$ cat src/ffqr_pkg.sv
package ffqr_pkg;

    localparam int FLOWS_DEFAULT = 256;

    localparam logic [15:0] ETH_HDR_BYTES  = 16'd14;
    localparam logic [15:0] IPV4_MIN_BYTES = 16'd34;
    localparam logic [15:0] ETYPE_IPV4     = 16'h0800;

    typedef enum logic [1:0] {
        VERDICT_ABORT = 2'd0,
        VERDICT_PASS  = 2'd1,
        VERDICT_DROP  = 2'd2
    } verdict_t;

    // one packet word travelling down the flow chain
    typedef struct packed {
        logic        vld;
        verdict_t    kind;
        logic [31:0] key;
        logic [15:0] len;
        logic [63:0] now;
        logic [63:0] rank;
        logic        hit;
        logic        placed;
    } token_t;

endpackage

$ cat src/ffqr_cell.sv
module ffqr_cell
    import ffqr_pkg::*;
(
    input  logic   clk,
    input  logic   rst_n,
    input  token_t tin,
    output token_t tout
);

    token_t      tok_reg;
    token_t      tok_next;
    logic        valid_reg;
    logic        valid_next;
    logic [31:0] key_reg;
    logic [31:0] key_next;
    logic [63:0] fin_reg;
    logic [63:0] fin_next;
    logic        is_rank;
    logic        match;
    logic        claim;
    logic [63:0] max_rank;
    logic [63:0] base;
    logic [64:0] sum;
    logic [63:0] sat;

    always_comb
    begin
        tok_next   = tin;
        valid_next = valid_reg;
        key_next   = key_reg;
        fin_next   = fin_reg;

        is_rank  = tin.vld && (tin.kind == VERDICT_DROP);
        match    = is_rank && valid_reg && !tin.hit && (key_reg == tin.key);
        // valid entries form a prefix, so the first free cell lies past every hit
        claim    = is_rank && !valid_reg && !tin.hit && !tin.placed;
        max_rank = (fin_reg > tin.now) ? fin_reg : tin.now;
        base     = match ? max_rank : tin.now;
        sum      = {1'b0, base} + {49'd0, tin.len};
        sat      = sum[64] ? {64{1'b1}} : sum[63:0];

        if (match)
        begin
            tok_next.rank = max_rank;
            tok_next.hit  = 1'b1;
            fin_next      = sat;
        end

        if (claim)
        begin
            valid_next      = 1'b1;
            key_next        = tin.key;
            fin_next        = sat;
            tok_next.placed = 1'b1;
        end
    end

    always_ff @(posedge clk or negedge rst_n)
    begin
        if (!rst_n)
        begin
            tok_reg   <= '0;
            valid_reg <= 1'b0;
        end
        else
        begin
            tok_reg   <= tok_next;
            valid_reg <= valid_next;
        end
    end

    always_ff @(posedge clk)
    begin
        key_reg <= key_next;
        fin_reg <= fin_next;
    end

    assign tout = tok_reg;

endmodule

$ cat config.mk
export PLATFORM = sky130hd
export DESIGN_NAME = ffqr_cell
export DESIGN_NICKNAME = d
export VERILOG_FILES = /design/src/ffqr_pkg.sv /design/src/ffqr_cell.sv
export SDC_FILE = /design/constraint.sdc
export NUM_CORES = 1
export LEC_CHECK = 0
export BUFFER_PORTS_ARGS = -buffer_cell sky130_fd_sc_hd__buf_2
export CAP_MARGIN = 40
export CELL_PAD_IN_SITES_DETAIL_PLACEMENT = 1
export CELL_PAD_IN_SITES_GLOBAL_PLACEMENT = 1
export CORE_MARGIN = 8
export CORE_UTILIZATION = 41
export DETAILED_ROUTE_END_ITERATION = 8
export GPL_TIMING_DRIVEN = 0
export PLACE_DENSITY = 0.92
export SETUP_SLACK_MARGIN = 0.05
export SLEW_MARGIN = 20
export SYNTH_ARGS = -nofsm -noshare
export SYNTH_HDL_FRONTEND = slang
export SYNTH_SLANG_ARGS = --single-unit
$ cat constraint.sdc
create_clock -name clk -period 7.1 [get_ports clk]
set_clock_uncertainty 0.05 [all_clocks]
set_input_delay 1.42 -clock clk [delete_from_list [all_inputs] [get_ports clk]]
set_output_delay 1.42 -clock clk [all_outputs]
set_load 0.005 [all_outputs]
==> results.json, run 1 <==
{
  "cap_violations": 0,
  "crit_family": "simple AND/OR/NAND/NOR gates",
  "startpoint": "tin[122]",
  "grt_pass1_vias": 16087,
  "dieHeight_um": 206,
  "leakagePower_nw": 8.54,
  "grt.total_usage_pct": 29.4,
  "crit_path_frequent_cell": "buf_4",
  "fin_crit_sh_pct": 98.2,
  "synth_top_area_share_pct": 30.6,
  "async_flop_share_pct": 65.5,
  "r2r_slack_ns": 0.74,
  "end_kind": "flop",
  "peakVddDrop_mv": 0.203,
  "largest_reg_flops": 181,
  "post-place-ws_ns": -2.14,
  "reg2reg_depth": 25,
  "hold-worst-slack_ns": 0.562,
  "worst_ep_required_time_ns": 7.36,
  "mostFrequentLayoutCells": "buf_2, nand2_1, dfrtp_1, a21oi_1, o21ai_0",
  "cp_max_fo": 10,
  "rr_startpoint": "fin_reg[61]$_SDFFCE_PP1P_",
  "synth_flop_cell": "dfrtp_1",
  "finalPower_mw": 4.13,
  "initial_core_util_pct": 41.7,
  "cp_num_cells": 27,
  "crit_slowest_cell": "a222oi_1",
  "numClockSinks": 278,
  "cts.path.max_buffers": 3,
  "slowest_delay_ns": 0.54,
  "drc": 0,
  "cts_buffers": 34,
  "relSlewSlack_pct": 38.0,
  "ioPinCount": 364,
  "nets": 2229,
  "status": "completed",
  "synthesis.nets": 1805,
  "drtIter0Drc": 1122,
  "clk_latency_ns": 0.56,
  "grt_antenna_before_repair": 6,
  "floorplan.rows": 69,
  "ys_types": 72,
  "wirelength_um": 64300,
  "grt_max_degree": 95,
  "cp.arrival_ns": 7.23,
  "htree_levels": 2,
  "die_w_um": 206,
  "worstMarginPinSlew_ns": 0.930,
  "numPortBuffers": 363,
  "root_buffer": "clkbuf_16",
  "fin_ws_ns": 0.128,
  "hold_violations": 0,
  "drv_slew": 0,
  "grt_pass1_wl_um": 95400,
  "synth_cells": 1541,
  "fin_tns_setup_ns": 0,
  "hpwl_um": 48400,
  "ys_seq_elements": 278,
  "synthTopCellsByArea": "dfrtp_1, edfxtp_1, ha_1",
  "dp.cells": 2376,
  "grt.overflow.total": 0,
  "dr.pass1.iters": 7,
  "critPathBufInv": 8,
  "worstHoldStart": "valid_reg$_DFFE_PN0P_",
  "clkTransAtPathRegs_ns": 0.07,
  "clock.fmax_ghz": 0.143,
  "period_needed_ns": 6.97,
  "layout_commonest_cell": "buf_2",
  "hold_class": "reg2reg",
  "gp_congestion": 0.944,
  "hold_depth": 1,
  "cp-start-kind": "primary input",
  "wl_per_cell_um": 26.2,
  "fin_cells": 2455,
  "r2r-end": "fin_reg[61]$_SDFFCE_PP1P_",
  "criticalPathCategory": "in2reg",
  "cts_tree": "yes",
  "powerDensity_nw_per_um2": 218,
  "ys.warnings.count": 0,
  "rsz0062_at_grt": "yes",
  "yosys.area.top_type": "dfrtp_1",
  "layout-drive-gt1-share_pct": 26.1,
  "viasPerCell": 6.00,
  "syn_area_sq_um": 14900,
  "core_sq_um": 35700,
  "synth_edf_count": 96,
  "syn_to_final_growth_pct": 27.5,
  "nFillCells": 4121,
  "die_area_sq_um": 42600,
  "avgSynthCellArea_sq_um": 9.65,
  "min_to": "tout[0]$_DFF_PN0_",
  "yosysSeqAreaShare_pct": 50.0,
  "vias": 14736,
  "cts_hold_buf": 0,
  "setup_viol": 0,
  "ant_nets": 0
}
## what timing repair did
item                                    in CTS  in global routing
pin swaps                                    3                 12
buffers inserted                             3                 11
endpoints found under the setup margin      64                 63
resized for setup                           38                 33
## logic make-up (layout without fill, tap and decap cells)
logic type | Yosys count | in the layout | share of synthesized area (%)
compound gates | 380 | 380 | 15.0
xor+xnor | 101 | 101 | 5.95
fa+ha+maj | 81 | 81 | 6.87
buf+inv | 144 | 594 | 4.06
flops | 278 | 278 | 50.0
mux | 9 | 9 | 0.614
other cells | 0 | 3 | 0
simple gates | 548 | 548 | 17.5
## area by class of cell
type                    instances  area [sq um]  share of cell area, %
diodes                          3          7.51                 0.0396
plain buffers                  64           345                   1.82
clock buffers                  46           990                   5.22
clock inverters                16           169                  0.891
inverters                      79           297                   1.56
multi-input cells            1119          7070                   37.3
flip-flops and latches        278          7440                   39.2
well taps                     461           577                   3.04
repair buffers                389          2070                   10.9
## stage by stage
| step | utilization (%) | area (sq um) |
|---|---|---|
| floorplan | - | 14900 |
| global placement | 48.4 | 17300 |
| detailed placement | 48.8 | 17400 |
| CTS | 52.5 | 18700 |
| global route | 53.2 | 19000 |
| finish | 53.2 | 19000 |
## worst max path at each step
stage,endpoint,slack (ns)
finish,fin_reg[61]$_SDFFCE_PP1P_,0.13
global route,fin_reg[58]$_SDFFCE_PP1P_,-0.04
CTS,fin_reg[35]$_SDFFCE_PP1P_,0.05
detailed placement,fin_reg[35]$_SDFFCE_PP1P_,-2.14
global placement,fin_reg[58]$_SDFFCE_PP1P_,-2.21
floorplan,fin_reg[62]$_SDFFCE_PP1P_,0.37
## cells in the mapped netlist (8+ instances only)
cell	n
a211oi_1	10
a21o_1	9
a21oi_1	159
and3_1	20
and4_1	9
buf_2	8
clkbuf_1	41
dfrtp_1	182
edfxtp_1	96
ha_1	80
inv_1	79
mux2i_1	8
nand2_1	203
nand3_1	46
nand4_1	43
nor2_1	130
nor3_1	19
nor4_1	26
o21ai_0	137
xnor2_1	43
xor2_1	58
## where the power goes
part	switching [mW]	internal (mW)	total, mW
clock	0.752	1.07	1.82
sequential	0.0249	1.73	1.75
combinational	0.357	0.204	0.561
## per-layer routing
layer / global-route usage (%) / wire (um) / vias to the layer above
met5: 0 / 43 / -
met4: 14.1 / 2960 / 6
met3: 7.29 / 5480 / 225
met2: 50.0 / 31300 / 775
met1: 34.4 / 24500 / 7375
li1: - / - / 6355
Power figures use the tool's default switching activity.
==> run 2: changes to the inputs <==
==> constraint.sdc (replaced) <==
create_clock -name clk -period 7.1 [get_ports clk]
set_clock_uncertainty 0.05 [all_clocks]
set_input_delay 0.355 -clock clk [delete_from_list [all_inputs] [get_ports clk]]
set_output_delay 0.355 -clock clk [all_outputs]
set_load 0.005 [all_outputs]
==> run 2 against run 1 <==
Against the previous run: power grew 3.7%; utilization grew 4.3 points; via count grew 10%; wire length grew 16%; register-to-register slack lost 0.59 ns; flip-flop and latch count is the same; clock-buffer cell count is the same; sequential share of layout area shrank 2.9 points; fmax shrank 0.31%; worst setup slack lost 0.022 ns; critical path type unchanged; largest cell class unchanged.
==> results.json, run 2 (same netlist as run 1, synthesis figures left out) <==
{
  "leakagePower_nw": 9.21,
  "cts_tree": "yes",
  "hpwl_um": 48400,
  "cp.arrival_ns": 7.23,
  "hold_class": "in2reg",
  "viasPerCell": 6.19,
  "numPortBuffers": 363,
  "initial_core_util_pct": 41.7,
  "status": "completed",
  "wl_met3_um": 6890,
  "htree_levels": 2,
  "crit_slowest_cell": "dlygate4sd3_1",
  "grt_pass1_wl_um": 110000,
  "crit_family": "buffers and inverters",
  "peakVddDrop_mv": 0.196,
  "grt.overflow.total": 0,
  "dr_wl_met2_um": 36400,
  "cts_buffers": 34,
  "placed_area_sq_um": 17400,
  "wirelength_um": 74400,
  "numClockSinks": 278,
  "worstMarginPinSlew_ns": 1.05,
  "grt_max_degree": 95,
  "cp_max_fo": 10,
  "drv_slew": 0,
  "clk_latency_ns": 0.58,
  "worst_ep_required_time_ns": 7.34,
  "layout_commonest_cell": "buf_2",
  "drc": 0,
  "grt_pass1_vias": 17867,
  "largest_reg_flops": 181,
  "powerDensity_nw_per_um2": 209,
  "die_area_sq_um": 42600,
  "grt.total_usage_pct": 34.1,
  "end_kind": "flop",
  "layout-drive-gt1-share_pct": 23.4,
  "root_buffer": "clkbuf_16",
  "clock.fmax_ghz": 0.143,
  "ant_nets": 0,
  "drt-met1-wl_um": 26300,
  "fin_crit_sh_pct": 98.5,
  "core_sq_um": 35700,
  "vias": 16215,
  "mostFrequentLayoutCells": "buf_2, nand2_1, dfrtp_1, dlygate4sd3_1, a21oi_1",
  "period_needed_ns": 6.99,
  "dieHeight_um": 206,
  "slowest_delay_ns": 0.54,
  "routed.top_layer": "met4",
  "die_w_um": 206,
  "critPathBufInv": 10,
  "hold_violations": 0,
  "floorplan.rows": 69,
  "relSlewSlack_pct": 29.2,
  "grt_antenna_before_repair": 1,
  "fin_cells": 2618,
  "setup_viol": 0,
  "cap_violations": 0,
  "criticalPathCategory": "in2reg",
  "syn_to_final_growth_pct": 37.7,
  "dp.cells": 2376,
  "gp_congestion": 0.944,
  "clkTransAtPathRegs_ns": 0.07,
  "cts.path.max_buffers": 3,
  "rsz0062_at_grt": "yes",
  "stdcell_area_sq_um": 20500,
  "cp-start-kind": "primary input",
  "drtIter0Drc": 1623,
  "r2r_slack_ns": 0.15,
  "dr.pass1.iters": 6,
  "wl_per_cell_um": 28.4,
  "nets": 2393,
  "ioPinCount": 364
}
run 2: cell count changes in the layout (fill, tap and decap cells not counted), moves of 2 or more:
cell	delta
dlygate4sd3_1	+169
buf_4	-11
buf_2	+5
a211oi_1	+2
a221oi_1	+2
a221oi_4	-2
run 2: report_power, final:
group          internal, mW  leakage [nW]  switching, mW
logic                 0.258          5.66          0.390
clock network          1.07         0.568          0.806
registers              1.73          2.98         0.0323
run 2: worst min-delay path, delay by kind of cell:
| family | cells | cell delay [ns] |
|---|---|---|
| AOI/OAI and AO/OA | 1 | 0.08 |
| buffers and inverters | 1 | 0.09 |
| and+or+nand+nor | 1 | 0.04 |
run 2: cell type report:
type                       instances  area, sq um
tap                              461          577
inverter                          79          297
clock buffer                      46          990
timing repair buffer             553         3720
sequential                       278         7440
buffer                            64          320
antenna                            2         5.00
multi-input combinational       1119         6950
clock inverter                    16          169
fill                            4041        15200
run 2: what timing repair did:
action	CTS	global route
pin swaps	2	2
cloned	0	0
buffers inserted	3	5
gates resized for setup	14	31
hold buffers	169	0
endpoints found under the hold margin	288	0
endpoints found under the setup margin	64	64
run 2: through the flow:
| stage | total power [mW] | utilization (%) | hold slack (ns) | setup slack [ns] | setup TNS (ns) |
|---|---|---|---|---|---|
| after floorplan | 2.02 | - | 0.00941 | 1.42 | 0 |
| after global placement | 2.26 | 48.4 | 0.429 | -1.15 | -50.83 |
| after detailed placement | 2.30 | 48.8 | 0.364 | -1.08 | -57.93 |
| after CTS | 4.20 | 57.0 | 0.000581 | 0.0911 | 0 |
| after global routing | 4.38 | 57.4 | 0.0261 | 0.00810 | 0 |
| final | 4.28 | 57.4 | 0.00694 | 0.106 | 0 |
run 2: routing by layer:
metal / vias to the layer above / global-route usage, %
met5: - / 0
met4: 0 / 21.6
met3: 349 / 8.71
met2: 1163 / 57.9
met1: 8015 / 38.0
li1: 6688 / -
run 2: worst paths after layout:
check                                                from                         to  depth (start not counted)
max in group asynchronous                           rst_n         tout[23]$_DFF_PN0_                          3
worst min-delay path                              tin[41]         tout[41]$_DFF_PN0_                          3
min in group asynchronous                           rst_n         tout[62]$_DFF_PN0_                          2
worst min register to register      valid_reg$_DFFE_PN0P_      valid_reg$_DFFE_PN0P_                          1
worst max register to register  fin_reg[61]$_SDFFCE_PP1P_  fin_reg[35]$_SDFFCE_PP1P_                         26
worst max-delay path                             tin[128]  fin_reg[35]$_SDFFCE_PP1P_                         29
