[src/ffqr_pkg.sv]
package ffqr_pkg;

    localparam int FLOWS_DEFAULT = 256;

    localparam logic [15:0] ETH_HDR_BYTES  = 16'd14;
    localparam logic [15:0] IPV4_MIN_BYTES = 16'd34;
    localparam logic [15:0] ETYPE_IPV4     = 16'h0800;

    typedef enum logic [1:0] {
        VERDICT_ABORT = 2'd0,
        VERDICT_PASS  = 2'd1,
        VERDICT_DROP  = 2'd2
    } verdict_t;

    // one packet word travelling down the flow chain
    typedef struct packed {
        logic        vld;
        verdict_t    kind;
        logic [31:0] key;
        logic [15:0] len;
        logic [63:0] now;
        logic [63:0] rank;
        logic        hit;
        logic        placed;
    } token_t;

endpackage

[src/ffqr_classify.sv]
module ffqr_classify
    import ffqr_pkg::*;
(
    input  logic        clk,
    input  logic        rst_n,
    input  logic        accept,
    input  logic [15:0] frame_len,
    input  logic [15:0] ether_type,
    input  logic [31:0] src_addr,
    input  logic [63:0] now_ns,
    output token_t      tok
);

    token_t   tok_reg;
    token_t   tok_next;
    verdict_t kind;

    always_comb
    begin
        if (frame_len < ETH_HDR_BYTES)
        begin
            kind = VERDICT_ABORT;
        end
        else if (ether_type != ETYPE_IPV4)
        begin
            kind = VERDICT_PASS;
        end
        else if (frame_len < IPV4_MIN_BYTES)
        begin
            kind = VERDICT_ABORT;
        end
        else
        begin
            kind = VERDICT_DROP;
        end

        tok_next.vld    = accept;
        tok_next.kind   = kind;
        tok_next.key    = src_addr;
        tok_next.len    = frame_len;
        tok_next.now    = now_ns;
        tok_next.rank   = now_ns;
        tok_next.hit    = 1'b0;
        tok_next.placed = 1'b0;
    end

    always_ff @(posedge clk or negedge rst_n)
    begin
        if (!rst_n)
        begin
            tok_reg <= '0;
        end
        else
        begin
            tok_reg <= tok_next;
        end
    end

    assign tok = tok_reg;

endmodule

[config.mk]
export PLATFORM = sky130hd
export DESIGN_NAME = ffqr_classify
export DESIGN_NICKNAME = d
export VERILOG_FILES = /design/src/ffqr_pkg.sv /design/src/ffqr_classify.sv
export SDC_FILE = /design/constraint.sdc
export NUM_CORES = 1
export LEC_CHECK = 0
export BUFFER_PORTS_ARGS = -buffer_cell sky130_fd_sc_hd__buf_2
export CAP_MARGIN = 20
export CORE_AREA = 2 2 119 121
export DETAILED_ROUTE_END_ITERATION = 12
export DIE_AREA = 0 0 121 123
export MAX_ROUTING_LAYER = met4
export PLACE_DENSITY_LB_ADDON = 0.08
export SLEW_MARGIN = 20
export SYNTH_ARGS = -nofsm -noshare
export SYNTH_HDL_FRONTEND = slang
export SYNTH_SLANG_ARGS = --single-unit
[constraint.sdc]
create_clock -name clk -period 0.8 [get_ports clk]
set_input_delay 0.04 -clock clk [delete_from_list [all_inputs] [get_ports clk]]
set_output_delay 0.04 -clock clk [all_outputs]
set_load 0.03 [all_outputs]
==> run summary, run 1 <==
Outcome -> complete, but fails checks
Failing checks -> hold timing, setup timing
Routed len/inst -> 14.4 µm
Deepest clock path buffer count -> 2
# port buffers -> 309
HP Class -> in2reg
Synthesized area -> 3500 µm²
DIE AREA -> 14900 µm²
Layout area overhead -> 120%
Syn avg cell area -> 18.0 µm²
Crit-path max FO -> 2
Layout cells sized above 1 -> 0.585
Residual DRC count -> 0
Warnings, synthesis -> 0
Final Hold Vio Count -> 1
Top-area cell type share of the netlist area -> 0.821
Final Util -> 0.567
Tot Pwr -> 16.9 mW
Hold slack -> -63.7 ps
Final Non-Filler Cells -> 771
Worst path arrival time -> 1350 ps
Max Cap Violations -> 0
Total CTS buffers -> 17
Uppermost layer routed -> met4
CTS tree -> yes
RSZ-0062 raised after global routing -> true
Crit. End Element -> flip-flop
Width of the die -> 121 µm
Vias in the first global route -> 3235
Initial Util -> 0.257
Met2 WL -> 6.52 mm
Seq/Total Area, Yosys -> 0.821
Core area -> 13600 µm²
Largest register FFs -> 115
Area after DPL -> 4840 µm²
Post-CTS setup buffer count -> 0
Clk pwr share -> 0.448
Io pins -> 312
Final Max Tran Viols -> 0
First-pass GRT wire length -> 16.3 mm
Comb pwr share -> 0.176
Top post-synthesis cells by area -> dfrtp_1 82%, buf_4 14%, nor4_2 1.8%, nor4b_2 0.43%, nand4_1 0.36%
Placed Cells -> 623
Fin nets -> 709
Min cycle time layout -> 1060 ps
Iter 0 DRT Violations -> 79
Period Utilization, post-route -> 1.32
Startpoint types -> input port
Leading area contributor after synthesis -> dfrtp_1
Clock transition at path regs -> 50 ps
Post-route cell area -> 7720 µm²
Root Driver -> clkbuf_16
Via count of the routed design -> 2935
Worst Slack Setup Final -> -256 ps
Drt pass-1 iters -> 3
Hpwl dp -> 7.19 mm
Internal power -> 12.7 mW
Pin count of the biggest net entering global routing -> 66
Final GP Congestion -> 0.797
Setup CP Type -> in2reg
#FFs+latches synth -> 115
Fmax -> 947 MHz
Max IR drop VDD -> 1.24 mV
WL final -> 11.1 mm
Metal3 WL -> 1.02 mm
Row count -> 43
Sw frac -> 0.245
# diodes -> 0
H-Tree Depth -> 4
Worst endpoint required time -> 1100 ps
Clk sinks -> 115
ANT nets after route -> 0
Leak pwr -> 3.77 nW
Pwr Density -> 2180 nW/µm²
Register share of total power -> 0.376
Post-Route M1 WL -> 3.34 mm
Total grt overflow -> 0
Switching pwr -> 4.14 mW
Distinct cells, synth -> 11
Initial antenna violation count -> 0
Die Ht -> 123 µm
Cell count after synthesis -> 195
Tot GR Track Use -> 0.154
Count of final setup violators -> 181
Via density -> 3.81
==> worst max-delay path: stages <==
cell and delay, ps:
buf_2 90, dlygate4sd3_1 590, nor4_4 350, nand4_1 120
and2_1 150
==> timing repair <==
action,CTS,global route
hold buffers,113,10
hold endpoints to repair,230,11
setup endpoints to repair,179,181
pin swaps,0,8
resized for setup,334,25
==> power groups by stage <==
stage | Combinational [mW] | Clock, mW | Sequential [mW]
after floorplan | 0.625 | 0 | 6.94
after global placement | 1.98 | 0 | 6.31
after detailed placement | 1.97 | 0 | 6.32
after CTS | 2.91 | 7.78 | 6.33
after global routing | 3.11 | 8.15 | 6.36
final | 2.96 | 7.56 | 6.34
==> per-stage QoR <==
stage	hold WS (ps)	worst slack (ps)	setup TNS [ps]
6_report	-63.7	-256	-33310
5_1_grt	-62.2	-275	-40620
4_1_cts	-271	-250	-38460
3_5_place_dp	64.5	-133	-244
3_3_place_gp	65.3	-128	-217
2_1_floorplan	-256	56.7	0
==> synth_stat cells, drive strengths merged <==
| library cell | n |
|---|---|
| dfrtp | 115 |
| buf | 66 |
| nor4 | 5 |
| nand4 | 2 |
| a311oi | 1 |
| a41oi | 1 |
| and2 | 1 |
| conb | 1 |
| nor2 | 1 |
| nor4b | 1 |
| o41ai | 1 |
==> final cells by class <==
type                       count  area [µm²]
timing repair buffer         429        3850
clock buffer                  28         497
fill                        1123        5890
clock inverter                 4        95.1
sequential                   115        2880
tap                          180         225
multi-input combinational     15         174
==> routing by layer <==
layer,global-route usage,vias up
met4,0.0807,0
met3,0.0558,15
li1,-,1324
met5,-,-
met1,0.138,1434
met2,0.282,162
==> placed cells by master, fill, tap and decap left out, types with 2 or more instances in the layout <==
master          synthesis  routed
bufinv_16               0       3
dlymetal6s4s_1          0       2
buf_12                  0       2
clkbuf_16               0      17
buf_4                  66       9
clkbuf_1                0       8
buf_2                   0     131
nor4_4                  0       2
dlygate4sd3_1           0     114
dfrtp_1               115     115
nor4_2                  5       3
clkbuf_8                0       3
nand4_1                 2       2
conb_1                  1       2
buf_6                   0     171
==> cells by family after synthesis <==
family,Yosys count,share of synthesized area
AOI/OAI and AO/OA,3,0.00750
buffers and inverters,66,0.141
DFF,115,0.821
other,1,0.00107
and+or+nand+nor,10,0.0286
==> final timing paths <==
kind	from	to	slack, ps	cells past startpoint
worst max-delay path	frame_len[11]	tok[178]$_DFF_PN0_	-260	5
worst min-delay path	ether_type[1]	tok[179]$_DFF_PN0_	-60	4
max in group asynchronous	rst_n	tok[169]$_DFF_PN0_	300	3
min in group asynchronous	rst_n	tok[12]$_DFF_PN0_	170	3
No activity file was read; power rests on OpenSTA's default activity.
==> run 2: changes to the inputs <==
--- a/config.mk
+++ b/config.mk
@@ -7,12 +7,15 @@
 export LEC_CHECK = 0
 export BUFFER_PORTS_ARGS = -buffer_cell sky130_fd_sc_hd__buf_2
 export CAP_MARGIN = 20
-export CORE_AREA = 2 2 119 121
+export CELL_PAD_IN_SITES_DETAIL_PLACEMENT = 0
+export CELL_PAD_IN_SITES_GLOBAL_PLACEMENT = 1
+export CORE_ASPECT_RATIO = 1.2
+export CORE_MARGIN = 2
+export CORE_UTILIZATION = 24
 export DETAILED_ROUTE_END_ITERATION = 12
-export DIE_AREA = 0 0 121 123
 export MAX_ROUTING_LAYER = met4
 export PLACE_DENSITY_LB_ADDON = 0.08
-export SLEW_MARGIN = 20
+export SLEW_MARGIN = 10
 export SYNTH_ARGS = -nofsm -noshare
 export SYNTH_HDL_FRONTEND = slang
 export SYNTH_SLANG_ARGS = --single-unit
==> run 2 against run 1 <==
The flow still finishes with violations (hold timing, setup timing). Non-clock buffer count up 5. Total power down 2.0%. First-iteration DRC count down 3.8%. Combinational power about the same. Critical path type is now reg2out. Critical endpoint is now tok[11]. Highest routed layer unchanged.
==> run summary, run 2 (same netlist as run 1, synthesis figures left out) <==
Worst Slack Setup Final -> -234 ps
Routed len/inst -> 15.3 µm
RSZ-0062 raised after global routing -> true
Initial Util -> 0.244
Pin count of the biggest net entering global routing -> 40
Count of final setup violators -> 181
# port buffers -> 309
Core area -> 14400 µm²
Hold endpoint -> tok[179]$_DFF_PN0_
Most frequent cells in the layout -> 175 x buf_6, 131 x buf_2, 115 x dfrtp_1
Post-Route M1 WL -> 3.69 mm
Multi-input logic area -> 145 µm²
Tot Pwr -> 16.5 mW
Cell family with most CP delay -> flip-flops
Hold depth -> 4
Met2 WL -> 7.06 mm
Total CTS buffers -> 17
Max Cap Violations -> 0
Min cycle time layout -> 1030 ps
Post-CTS setup buffer count -> 0
Crit path buf inv count -> 1
Pwr Density -> 2150 nW/µm²
Max IR drop VDD -> 1.19 mV
HP Start -> ether_type[6]
Vias in the first global route -> 3391
Clk sinks -> 115
Layout cells sized above 1 -> 0.592
Root Driver -> clkbuf_16
Final Max Tran Viols -> 0
First-pass GRT wire length -> 17.2 mm
Fmax -> 968 MHz
CTS tree -> yes
Hold slack -> -80.5 ps
# diodes -> 0
Commonest non-fill, non-tap cell in the layout -> buf_6
Die Ht -> 136 µm
Slowest stage delay, CP -> 370 ps
Final Hold Vio Count -> 2
Startpoint types -> flip-flop
Fin nets -> 714
Tot GR Track Use -> 0.155
Slowest cell on the critical path -> dfrtp_1
Outcome -> complete, but fails checks
Crit-path max FO -> 2
Worst endpoint required time -> 760 ps
HP Class -> in2reg
Row count -> 48
Metal3 WL -> 813 µm
Sum Neg Setup Slack -> -33560 ps
Leak pwr -> 3.77 nW
Drt pass-1 iters -> 4
DIE AREA -> 15600 µm²
H-Tree Depth -> 4
FF+latch area -> 2880 µm²
Final GP Congestion -> 0.756
WL final -> 11.8 mm
Initial antenna violation count -> 0
Residual DRC count -> 0
Uppermost layer routed -> met4
Hpwl dp -> 8.04 mm
Via count of the routed design -> 2946
ANT nets after route -> 0
Crit. End Element -> output pin
Io pins -> 312
Dpl ws -> -119 ps
Period Utilization, post-route -> 1.29
Worst path arrival time -> 990 ps
Filler cells -> 1192
Post-route cell area -> 7700 µm²
Crit-path cells -> buf_2
Deepest clock path buffer count -> 2
Area after DPL -> 4890 µm²
Clock transition at path regs -> 50 ps
Setup CP Type -> reg2out
Layout area overhead -> 120%
Via density -> 3.83
Iter 0 DRT Violations -> 76
Total grt overflow -> 0
Width of the die -> 114 µm
Largest register FFs -> 115
Failing checks -> hold timing, setup timing
==> run 2: where the power goes <==
group / total, mW / internal [mW] / switching [mW] / leakage (nW)
Combinational: 2.98 / 1.48 / 1.50 / 2.15
Sequential: 6.35 / 6.12 / 0.229 / 1.34
Clock: 7.20 / 4.79 / 2.41 / 0.278
Total: 16.5 / 12.4 / 4.13 / 3.77
==> run 2: worst max path at each step <==
stage                                  from                 end  slack [ps]  depth (start not counted)
after floorplan           tok[36]$_DFF_PN0_            tok[100]          60                          1
after global placement        frame_len[15]  tok[178]$_DFF_PN0_        -120                          4
after detailed placement      ether_type[1]  tok[178]$_DFF_PN0_        -120                          4
after CTS                  tok[2]$_DFF_PN0_             tok[66]        -260                          1
after global routing       tok[2]$_DFF_PN0_             tok[66]        -270                          1
final                     tok[11]$_DFF_PN0_             tok[11]        -230                          1
==> run 2: cell type report <==
| cell class | instances | share of cell area |
|---|---|---|
| timing repair buffer | 434 | 0.506 |
| clock buffer | 26 | 0.0635 |
| clock inverter | 5 | 0.00975 |
| sequential | 115 | 0.374 |
| tap | 175 | 0.0284 |
| multi-input combinational | 15 | 0.0188 |
==> run 2: metal layers <==
metal | vias up | track usage
met5 | - | -
met4 | 0 | 0.0637
met3 | 16 | 0.0620
met2 | 156 | 0.284
met1 | 1443 | 0.141
li1 | 1331 | -
==> run 2: metrics by stage <==
stage	hold slack, ps	util	cells
after floorplan	-256	-	196
after global placement	-58.6	0.340	625
after detailed placement	-56.4	0.340	625
after CTS	-98.3	0.535	770
after global routing	-70.4	0.537	770
final	-80.5	0.537	770
==> run 2: timing repair <==
| item | in CTS | in global routing |
|---|---|---|
| endpoints found under the setup margin | 179 | 181 |
| hold buffers | 114 | 12 |
| pin swaps | 0 | 6 |
| resized for setup | 350 | 4 |
| endpoints found under the hold margin | 230 | 14 |
==> run 3: changes to the inputs <==
--- a/config.mk
+++ b/config.mk
@@ -13,8 +13,10 @@
 export CORE_MARGIN = 2
 export CORE_UTILIZATION = 24
 export DETAILED_ROUTE_END_ITERATION = 12
+export GPL_TIMING_DRIVEN = 0
 export MAX_ROUTING_LAYER = met4
 export PLACE_DENSITY_LB_ADDON = 0.08
+export SKIP_LAST_GASP = 1
 export SLEW_MARGIN = 10
 export SYNTH_ARGS = -nofsm -noshare
 export SYNTH_HDL_FRONTEND = slang
==> run 3 against run 2 <==
The run still ends with hold timing, setup timing left. Clock-buffer cell count decreased by 4. Clock power increased by 12%. Wire length increased by 6.0%.
==> run summary, run 3 (same netlist as run 1, synthesis figures left out) <==
Outcome -> complete, but fails checks
Failing checks -> hold timing, setup timing
Min cycle time layout -> 1110 ps
Hpwl dp -> 8.52 mm
Die Ht -> 136 µm
Worst setup path startpoint -> tok[25]$_DFF_PN0_
DIE AREA -> 15600 µm²
Pwr Density -> 2100 nW/µm²
Post-route cell area -> 8460 µm²
First-pass GRT wire length -> 18.3 mm
CP Capture Point -> tok[89]
Via count of the routed design -> 3234
Vias in the first global route -> 3594
Placed Cells -> 681
Clock transition at path regs -> 50 ps
Startpoint types -> flip-flop
Worst Tran Pin Value -> 566 ps
Fmax -> 902 MHz
CTS tree -> yes
Period Utilization, post-route -> 1.39
Total CTS buffers -> 17
Worst path arrival time -> 1070 ps
ANT nets after route -> 0
HP Class -> in2async
Commonest non-fill, non-tap cell in the layout -> buf_6
Row count -> 48
Hold slack -> -397 ps
Initial antenna violation count -> 0
Clk sinks -> 115
Routed len/inst -> 15.1 µm
H-Tree Depth -> 4
Max Cap Violations -> 0
Stages on worst setup path -> 2
# diodes -> 0
Dpl ws -> -155 ps
Area after DPL -> 5310 µm²
Core area -> 14400 µm²
Worst endpoint required time -> 760 ps
Slew margin rel. -> 0.623
Worst Slack Setup Final -> -308 ps
Crit path buf inv count -> 2
Crit-path max FO -> 2
Iter 0 DRT Violations -> 62
Fin nets -> 771
Final Non-Filler Cells -> 828
Via density -> 3.91
Total grt overflow -> 0
Initial Util -> 0.244
Tot GR Track Use -> 0.162
Slowest stage delay, CP -> 410 ps
Drt pass-1 iters -> 4
Cell family with most CP delay -> flip-flops
WL final -> 12.5 mm
Worst path most repeated cell -> buf_6
Crit-path cells -> buf_6, buf_6
Max IR drop VDD -> 1.04 mV
RSZ-0062 raised after global routing -> true
Crit. End Element -> output pin
Most frequent cells in the layout -> 240 x buf_6, 129 x buf_2, 115 x dfrtp_1
Setup CP Type -> reg2out
Largest register FFs -> 115
Io pins -> 312
Layout cells sized above 1 -> 0.639
# port buffers -> 309
Final Hold Vio Count -> 58
Deepest clock path buffer count -> 2
Tot Pwr -> 17.7 mW
Residual DRC count -> 0
Layout area overhead -> 142%
Pin count of the biggest net entering global routing -> 59
Final GP Congestion -> 0.747
Count of final setup violators -> 180
Root Driver -> clkbuf_16
Width of the die -> 114 µm
Slowest cell on the critical path -> dfrtp_1
Final Max Tran Viols -> 0
Leak pwr -> 4.17 nW
run 3: cell count changes in the layout (fill, tap and decap cells not counted), sizes merged:
cell / previous run / this run
clkinv: 3 / 5
dlygate4sd3: 114 / 113
bufinv: 2 / 4
buf: 320 / 378
clkbuf: 26 / 22
clkinvlp: 0 / 1
run 3: timing repair:
action / 4_1_cts / 5_1_grt
gates resized for setup: 405 / 18
setup endpoints to repair: 179 / 181
hold buffers: 113 / 8
buffers inserted: 0 / 2
endpoints found under the hold margin: 172 / 66
cloned: 0 / 0
pin swaps: 0 / 3
run 3: worst min path at each step:
stage               cells after the start  slack (ps)          from                  to
floorplan                               0        -260         rst_n   tok[10]$_DFF_PN0_
global placement                        1         150  src_addr[23]  tok[169]$_DFF_PN0_
detailed placement                      1          60         rst_n   tok[55]$_DFF_PN0_
CTS                                     1        -380         rst_n   tok[55]$_DFF_PN0_
global route                            1        -360         rst_n   tok[55]$_DFF_PN0_
finish                                  1        -400         rst_n   tok[55]$_DFF_PN0_
run 3: metal layers:
metal  vias to the layer above  routed length (µm)  GRT usage
met5                         -                   0          -
met4                         0                 366     0.0793
met3                        30                 822     0.0544
met2                       164                7450      0.302
met1                      1590                3830      0.144
li1                       1450                   -          -
run 3: layout make-up:
cell class | instances | area, µm²
fillers | 1177 | 5890
repair buffers | 425 | 3830
flip-flops and latches | 115 | 2880
plain buffers | 66 | 736
clock buffers | 22 | 484
well taps | 175 | 219
multi-input cells | 15 | 161
clock inverters | 10 | 153
run 3: report_power, final:
group          switching, mW  total (mW)  internal, mW
Sequential             0.218        6.34          6.12
Combinational           1.59        3.35          1.76
Clock                   2.53        8.04          5.51
Total                   4.34        17.7          13.4
run 3: metrics by stage:
stage          TNS (ps)  hold slack, ps  utilization
6_report         -39060            -397        0.590
5_1_grt          -46300            -364        0.590
4_1_cts          -43590            -383        0.583
3_5_place_dp       -288            56.0        0.370
3_3_place_gp    -197860             148        0.367
2_1_floorplan         0            -256            -
